## config.mk

```make
export PLATFORM = sky130hd
export DESIGN_NAME = at_response_line_extractor
export DESIGN_NICKNAME = d
export VERILOG_FILES = /design/src/rtl/core/atle_pkg.sv /design/src/rtl/core/at_response_line_extractor.sv /design/src/rtl/core/atle_parser.sv
export SDC_FILE = /design/constraint.sdc
export NUM_CORES = 1
export LEC_CHECK = 0
export CORE_UTILIZATION = 42
export CTS_CLUSTER_DIAMETER = 60
export DETAILED_ROUTE_END_ITERATION = 12
export DONT_BUFFER_PORTS = 1
export MAX_ROUTING_LAYER = met4
export RECOVER_POWER = 50
export SLEW_MARGIN = 10
export SYNTH_ARGS = -nofsm -noshare
export SYNTH_HDL_FRONTEND = slang
export SYNTH_SLANG_ARGS = --single-unit
```

## constraint.sdc

```tcl
create_clock -name clk -period 7.5 [get_ports clk]
set_input_delay 0.375 -clock clk [delete_from_list [all_inputs] [get_ports clk]]
set_output_delay 0.375 -clock clk [all_outputs]
set_load 0.01 [all_outputs]
```

## src/rtl/core/atle_pkg.sv

```systemverilog
package atle_pkg;

	// Input item kinds (carried on s_tuser)
	localparam logic [1:0] KIND_BYTE    = 2'd0;
	localparam logic [1:0] KIND_TICK    = 2'd1;
	localparam logic [1:0] KIND_RESTART = 2'd2;

	// Result kinds (carried on m_tuser)
	localparam logic [1:0] RES_CONTENT = 2'd0;
	localparam logic [1:0] RES_LINE    = 2'd1;
	localparam logic [1:0] RES_TIMEOUT = 2'd2;

	// Characters the parser reacts to
	localparam logic [7:0] CH_PLUS  = 8'h2B;
	localparam logic [7:0] CH_COLON = 8'h3A;
	localparam logic [7:0] CH_SPACE = 8'h20;
	localparam logic [7:0] CH_LF    = 8'h0A;
	localparam logic [7:0] CH_CR    = 8'h0D;

	// Register map, indexed by paddr[4:3]
	localparam int          ADDR_W          = 5;
	localparam logic [1:0]  REG_PREFIX_CHARS = 2'd0;
	localparam logic [1:0]  REG_PREFIX_LEN   = 2'd1;
	localparam logic [1:0]  REG_MAX_CONTENT  = 2'd2;
	localparam logic [1:0]  REG_TIMEOUT      = 2'd3;

	localparam logic [63:0] RST_PREFIX_CHARS = 64'h0000_0000_5354_4C51;
	localparam logic [3:0]  RST_PREFIX_LEN   = 4'd4;
	localparam logic [7:0]  RST_MAX_CONTENT  = 8'd255;
	localparam logic [7:0]  RST_TIMEOUT      = 8'd20;

	typedef enum logic [4:0] {
		PH_IDLE    = 5'b00001,
		PH_PREFIX  = 5'b00010,
		PH_SPACE   = 5'b00100,
		PH_CONTENT = 5'b01000,
		PH_DONE    = 5'b10000
	} phase_t;

	typedef struct packed {
		logic [7:0][7:0] prefix_chars;
		logic [3:0]      prefix_len;
		logic [7:0]      max_content_len;
		logic [7:0]      timeout_seconds;
	} atle_cfg_t;

	typedef struct packed {
		logic       valid;
		logic [1:0] kind;
		logic [7:0] data_byte;
		logic [7:0] content_length;
	} atle_result_t;

endpackage

```

## src/rtl/core/at_response_line_extractor.sv

```systemverilog
// Channel   | Dir | Signals                          | Contents
// ----------+-----+----------------------------------+-------------------------------------
// s_*       | in  | s_tvalid s_tready s_tdata s_tuser | tdata: byte_value; tuser: kind
// m_*       | out | m_tvalid m_tready m_tdata m_tuser | tdata: data_byte, content_length;
//           |     |                                  | tuser: result_kind
// APB       | in  | psel penable pwrite paddr pwdata | 4 regs at 0x00/0x08/0x10/0x18,
//           |     | prdata pready                    | 64-bit data, pready tied high
//
// One transaction per cycle sustained while the m_* side does not stall. An accepted
// item is captured in the input register, is parsed by the phase logic, and its
// result (if any) is captured in the output register, which drives m_*.
// Reset (arst_n low) clears the phase machine to search mode and reloads the
// register defaults. A stalled m_* side holds the output register; a full input
// register then holds too and s_tready drops until m_tready frees the slot.
module at_response_line_extractor #(
	parameter int PREFIX_MAX_CHARS = 8,
	parameter int PREFIX_BUFFER    = 32
) (
	input  logic                        clk,
	input  logic                        arst_n,
	// stream in
	input  logic                        s_tvalid,
	output logic                        s_tready,
	input  logic [7:0]                  s_tdata,   // [7:0] byte_value
	input  logic [1:0]                  s_tuser,   // [1:0] kind
	// stream out
	output logic                        m_tvalid,
	input  logic                        m_tready,
	output logic [15:0]                 m_tdata,   // [7:0] data_byte, [15:8] content_length
	output logic [1:0]                  m_tuser,   // [1:0] result_kind
	// configuration
	input  logic                        psel,
	input  logic                        penable,
	input  logic                        pwrite,
	input  logic [atle_pkg::ADDR_W-1:0] paddr,
	input  logic [63:0]                 pwdata,
	output logic [63:0]                 prdata,
	output logic                        pready
);
	import atle_pkg::*;

	// configuration registers
	atle_cfg_t cfg_q;
	logic      cfg_wr;

	assign pready = 1'b1;
	assign cfg_wr = psel && penable && pwrite && pready;

	always_ff @(posedge clk or negedge arst_n) begin
		if (!arst_n) begin
			cfg_q.prefix_chars    <= RST_PREFIX_CHARS;
			cfg_q.prefix_len      <= RST_PREFIX_LEN;
			cfg_q.max_content_len <= RST_MAX_CONTENT;
			cfg_q.timeout_seconds <= RST_TIMEOUT;
		end else if (cfg_wr) begin
			unique case (paddr[4:3])
				REG_PREFIX_CHARS: cfg_q.prefix_chars    <= pwdata;
				REG_PREFIX_LEN:   cfg_q.prefix_len      <= pwdata[3:0];
				REG_MAX_CONTENT:  cfg_q.max_content_len <= pwdata[7:0];
				REG_TIMEOUT:      cfg_q.timeout_seconds <= pwdata[7:0];
				default: ;
			endcase
		end
	end

	always_comb begin
		unique case (paddr[4:3])
			REG_PREFIX_CHARS: prdata = cfg_q.prefix_chars;
			REG_PREFIX_LEN:   prdata = {60'd0, cfg_q.prefix_len};
			REG_MAX_CONTENT:  prdata = {56'd0, cfg_q.max_content_len};
			REG_TIMEOUT:      prdata = {56'd0, cfg_q.timeout_seconds};
			default:          prdata = '0;
		endcase
	end

	// input register
	logic       valid_s1;
	logic [1:0] kind_s1;
	logic [7:0] byte_s1;
	logic       out_free;
	logic       advance;

	// output register
	logic       out_valid_q;
	logic [1:0] out_kind_q;
	logic [7:0] out_data_q;
	logic [7:0] out_len_q;

	atle_result_t res;

	// the output slot is free when empty or being drained this cycle
	assign out_free = !out_valid_q || m_tready;
	assign advance  = valid_s1 && out_free;
	assign s_tready = !valid_s1 || out_free;

	always_ff @(posedge clk or negedge arst_n) begin
		if (!arst_n)
			valid_s1 <= 1'b0;
		else if (s_tready)
			valid_s1 <= s_tvalid;
	end

	always_ff @(posedge clk) begin
		if (s_tready && s_tvalid) begin
			kind_s1 <= s_tuser;
			byte_s1 <= s_tdata;
		end
	end

	atle_parser #(
		.PREFIX_MAX_CHARS(PREFIX_MAX_CHARS),
		.PREFIX_BUFFER   (PREFIX_BUFFER)
	) u_parser (
		.clk       (clk),
		.arst_n    (arst_n),
		.cfg       (cfg_q),
		.item_valid(advance),
		.item_kind (kind_s1),
		.item_byte (byte_s1),
		.result    (res)
	);

	always_ff @(posedge clk or negedge arst_n) begin
		if (!arst_n)
			out_valid_q <= 1'b0;
		else if (out_free)
			out_valid_q <= res.valid;
	end

	always_ff @(posedge clk) begin
		if (out_free && res.valid) begin
			out_kind_q <= res.kind;
			out_data_q <= res.data_byte;
			out_len_q  <= res.content_length;
		end
	end

	assign m_tvalid = out_valid_q;
	assign m_tdata  = {out_len_q, out_data_q};
	assign m_tuser  = out_kind_q;

endmodule

```

## src/rtl/core/atle_parser.sv

```systemverilog
module atle_parser #(
	parameter int PREFIX_MAX_CHARS = 8,
	parameter int PREFIX_BUFFER    = 32
) (
	input  logic                clk,
	input  logic                arst_n,
	input  atle_pkg::atle_cfg_t cfg,
	input  logic                item_valid,
	input  logic [1:0]          item_kind,
	input  logic [7:0]          item_byte,
	output atle_pkg::atle_result_t result
);
	import atle_pkg::*;

	localparam int CNT_W = $clog2(PREFIX_BUFFER);

	phase_t           phase_q, phase_d;
	logic [CNT_W-1:0] prefix_cnt_q, prefix_cnt_d;
	logic             mismatch_q, mismatch_d;
	logic [7:0]       content_cnt_q, content_cnt_d;
	logic [7:0]       ticks_q, ticks_d;

	logic [6:0] cnt_ext;
	logic [6:0] len_ext;
	logic [2:0] byte_idx;
	logic [8:0] ticks_next;

	assign cnt_ext    = 7'(prefix_cnt_q);
	assign len_ext    = 7'(cfg.prefix_len);
	assign byte_idx   = cnt_ext[2:0];
	assign ticks_next = {1'b0, ticks_q} + 9'd1;

	always_comb begin
		phase_d       = phase_q;
		prefix_cnt_d  = prefix_cnt_q;
		mismatch_d    = mismatch_q;
		content_cnt_d = content_cnt_q;
		ticks_d       = ticks_q;
		result        = '0;

		case (item_kind)
			KIND_RESTART: begin
				phase_d       = PH_IDLE;
				prefix_cnt_d  = '0;
				mismatch_d    = 1'b0;
				content_cnt_d = '0;
				ticks_d       = '0;
			end
			KIND_TICK: begin
				if (phase_q != PH_DONE) begin
					ticks_d = ticks_next[8] ? 8'hFF : ticks_next[7:0];
					if (ticks_next > {1'b0, cfg.timeout_seconds}) begin
						phase_d      = PH_DONE;
						result.valid = 1'b1;
						result.kind  = RES_TIMEOUT;
					end
				end
			end
			KIND_BYTE: begin
				unique case (phase_q)
					PH_IDLE: begin
						if (item_byte == CH_PLUS) begin
							phase_d      = PH_PREFIX;
							prefix_cnt_d = '0;
							mismatch_d   = 1'b0;
						end
					end
					PH_PREFIX: begin
						if (item_byte == CH_COLON) begin
							if (len_ext <= 7'(PREFIX_MAX_CHARS) && cnt_ext == len_ext
									&& !mismatch_q)
								phase_d = PH_SPACE;
							else
								phase_d = PH_IDLE;
						end else if (cnt_ext < 7'(PREFIX_BUFFER - 1)) begin
							if (cnt_ext < 7'(PREFIX_MAX_CHARS) && cnt_ext < 7'd8
									&& cfg.prefix_chars[byte_idx] != item_byte)
								mismatch_d = 1'b1;
							prefix_cnt_d = prefix_cnt_q + CNT_W'(1);
						end else begin
							phase_d = PH_IDLE;   // prefix too long for the buffer
						end
					end
					PH_SPACE: begin
						phase_d = (item_byte == CH_SPACE) ? PH_CONTENT : PH_IDLE;
					end
					PH_CONTENT: begin
						if (item_byte == CH_LF || item_byte == CH_CR) begin
							phase_d               = PH_DONE;
							result.valid          = 1'b1;
							result.kind           = RES_LINE;
							result.content_length = content_cnt_q;
						end else if (content_cnt_q < cfg.max_content_len) begin
							content_cnt_d    = content_cnt_q + 8'd1;
							result.valid     = 1'b1;
							result.kind      = RES_CONTENT;
							result.data_byte = item_byte;
						end
					end
					PH_DONE: begin
					end
					default: phase_d = PH_IDLE;
				endcase
			end
			default: begin
			end
		endcase

		if (!item_valid)
			result.valid = 1'b0;
	end

	always_ff @(posedge clk or negedge arst_n) begin
		if (!arst_n) begin
			phase_q       <= PH_IDLE;
			prefix_cnt_q  <= '0;
			mismatch_q    <= 1'b0;
			content_cnt_q <= '0;
			ticks_q       <= '0;
		end else if (item_valid) begin
			phase_q       <= phase_d;
			prefix_cnt_q  <= prefix_cnt_d;
			mismatch_q    <= mismatch_d;
			content_cnt_q <= content_cnt_d;
			ticks_q       <= ticks_d;
		end
	end

endmodule
```

==> out/qor.yml <==
die_w_um: 136
synth.avg_cell_area_sq_um: 11.8
status: "finished, violations left"
fin_crit_sh_pct: 47.5
p_leak_nw: 3.47
clkSinkCount: 141
synthCells: 642
worstSetupPathType: "reg -> reg"
hold_buffers: 2
initial_utilization_pct: 43.4
powerDensity_nw_per_um2: 292
routed_via_density: 5.77
yosysUniqueCellTypes: 67
yosys_warnings: 0
start_kind: "register"
cts_tree: "done"
synth.net_count: 746
period_minus_slack_ps: 3560
avgRoutedWirePerCell_um: 21.2
synth_seq_cells: 141
fin_cells: 874
power.share.combinational_pct: 21.4
synth_edf_count: 28
cts_made_buffers: 17
max_slew_margin_pct: -135
grt.overflow.total: 0
boundaryPins: 171
grt_pass1_wl_um: 29700
ys_top_cells_by_area: "dfrtp_1, mux2_2, edfxtp_1, dfstp_2, and2_1"
grt_use_total_pct: 22.0
holdWs_ps: 48.2
violations: "max-capacitance violations, max-slew violations"
tightest_slew_ps: 3530
p_sw_mw: 0.744
tns_ps: 0
critPathRequiredTime_ps: 7540
place.gp.congestion: 0.846
post_cts_resized: 0
coreArea_sq_um: 17400
fin_util_pct: 48.0
slew_viol_final: 65
report.final.hold_viol_count: 0
rsz0062_at_grt: "false"
post-synth-top-area-cell: "dfrtp_1"
ys.flop_type: "dfrtp_1"
cp_max_fo: 18
die_y_um: 136
cts_setup_buffers: 0
dr.first_iter.drc_count: 244
finalPower_mw: 2.44
skew_ps: 8.77
synth_area_sq_um: 7570
maxCapViolations: 1
drc: 0
dp_hpwl_um: 13200
dp_cells: 839
rows: 48
post_route_cells_drive_above_1_share_pct: 25.6
irDropWorstVdd_uv: 166
netlist.area_leader.share_pct: 29.1
worstSkewPairLatency_ps: 420
holdCritPathClass: "in -> reg"
die_area_sq_um: 18600
cts-htree-levels: 4
cts-root-buf: "clkbuf_16"
antenna_found_initial: 1
clk_pin_slew_ps: 60
seqPwrFrac_pct: 44.1
nets: 739
port_buffers: 0
cp.arrival_ps: 3610
clk_path_buf_depth: 2
seq_area_frac_synth_pct: 48.9
switching_share_pct: 30.4
grt_max_degree: 114
area_delta_synth_final_pct: 10.6
synthArstFlopShare_pct: 80.1
wl_um: 18500
fmax_mhz: 281
final_antenna_net_count: 0
crit_path_end_kind: "register"
internal_power_mw: 1.70
p_clk_share_pct: 34.5
first_global_vias: 5312
report.final.setup_viol: 0
drtPass1Iterations: 4
via_count: 5045
[metal layers]
metal  up-vias  GRT usage, %  part of all wire (%)
met5         -             -                     0
met4         0          6.91                   1.7
met3        27          6.15                   5.9
met2       173          34.5                    49
met1      2516          27.4                    44
li1       2329             -                     -
[stage by stage]
step                      area (sq um)  setup slack, ps
final                             8370             3940
after global routing              8370             3600
after CTS                         8380             3870
after detailed placement          7750             3880
after global placement            7750             4010
after floorplan                   7570             4280
[power by group through the flow]
stage	Combinational [mW]	Sequential [mW]	Clock, mW
2_1_floorplan	0.453	1.01	0
4_1_cts	0.534	1.08	0.857
5_1_grt	0.579	1.10	0.891
3_3_place_gp	0.500	1.08	0
6_report	0.522	1.08	0.843
3_5_place_dp	0.515	1.10	0
[state kept, by name, summed over array words and instances (netlist names), 5 cells and up]
register,flops
u_parser.phase_q,5
byte_s1,8
u_parser.ticks_q,8
u_parser.content_cnt_q,8
cfg_q,84
u_parser.prefix_cnt_q,5
out_data_q,8
out_len_q,8
[cell type report]
class	count	area, sq um
clock buffer	19	464
inverter	31	116
fill	1553	9050
sequential	141	3700
tap	225	282
clock inverter	13	125
multi-input combinational	437	3610
timing repair buffer	7	67.6
antenna	1	2.50
[worst paths after layout]
check	from	to	slack, ps	cells after the start
max	u_parser.ticks_q[0]	out_data_q[7]	3940	10
min	s_tuser[0]	kind_s1[0]	50	0
max reg2reg	u_parser.ticks_q[0]	out_data_q[7]	3940	10
min reg2reg	u_parser.ticks_q[1]	u_parser.ticks_q[1]	520	2
max in group asynchronous	arst_n	cfg_q[36]	6480	2
min in group asynchronous	arst_n	cfg_q[22]	560	2
[cell families (layout without fill, tap and decap cells)]
| kind of cell | Yosys count | after routing | synth area share (%) |
|---|---|---|---|
| and+or+nand+nor | 196 | 196 | 14.7 |
| DFF | 141 | 141 | 48.9 |
| muxes | 114 | 114 | 19.4 |
| AOI/OAI and AO/OA | 89 | 89 | 8.28 |
| buffers and inverters | 64 | 70 | 3.47 |
| xor gates and xnor gates | 19 | 19 | 2.20 |
| adders and majority gates | 18 | 18 | 2.98 |
| other | 1 | 2 | 0.0496 |
[layout by cell type (no fill, tap or decap), drive strengths merged, types with 3 or more instances in the layout]
master	n
a21o	4
buf	4
o21ai	34
or3	3
nor3	11
nand2	26
xnor2	7
a2111oi	3
and2	69
edfxtp	28
o41ai	3
nor2	25
a21oi	15
nand3	13
nand2b	3
or4	4
clkbuf	21
and3	12
clkinv	3
o31ai	3
nor2b	3
a31oi	4
dfstp	25
inv	39
nand4	9
dfrtp	88
mux2i	14
nor4	4
mux4	18
mux2	82
xor2	12
nor3b	3
ha	18
o2111ai	3
o21a	3
or2	3
[synth_stat cells, types with 16 or more instances]
| library cell | number |
|---|---|
| ha_1 | 18 |
| nor2_1 | 25 |
| inv_1 | 31 |
| and2_1 | 68 |
| nand2_1 | 26 |
| dfrtp_1 | 88 |
| edfxtp_1 | 28 |
| dfstp_2 | 25 |
| o21ai_0 | 32 |
| mux2_2 | 78 |
| clkbuf_1 | 16 |
| mux4_2 | 18 |
[worst max-delay path, cell delays in order, from the launching register on]
cell      delay, ps
dfrtp_1         430
ha_1            290
nand3_1         210
xnor2_1         190
ha_1            300
nand4_1         130
nor2_1          130
a211oi_1         60
o21ai_1         280
nand4_1         260
a21oi_2         890
No activity file was read; power rests on OpenSTA's default activity.
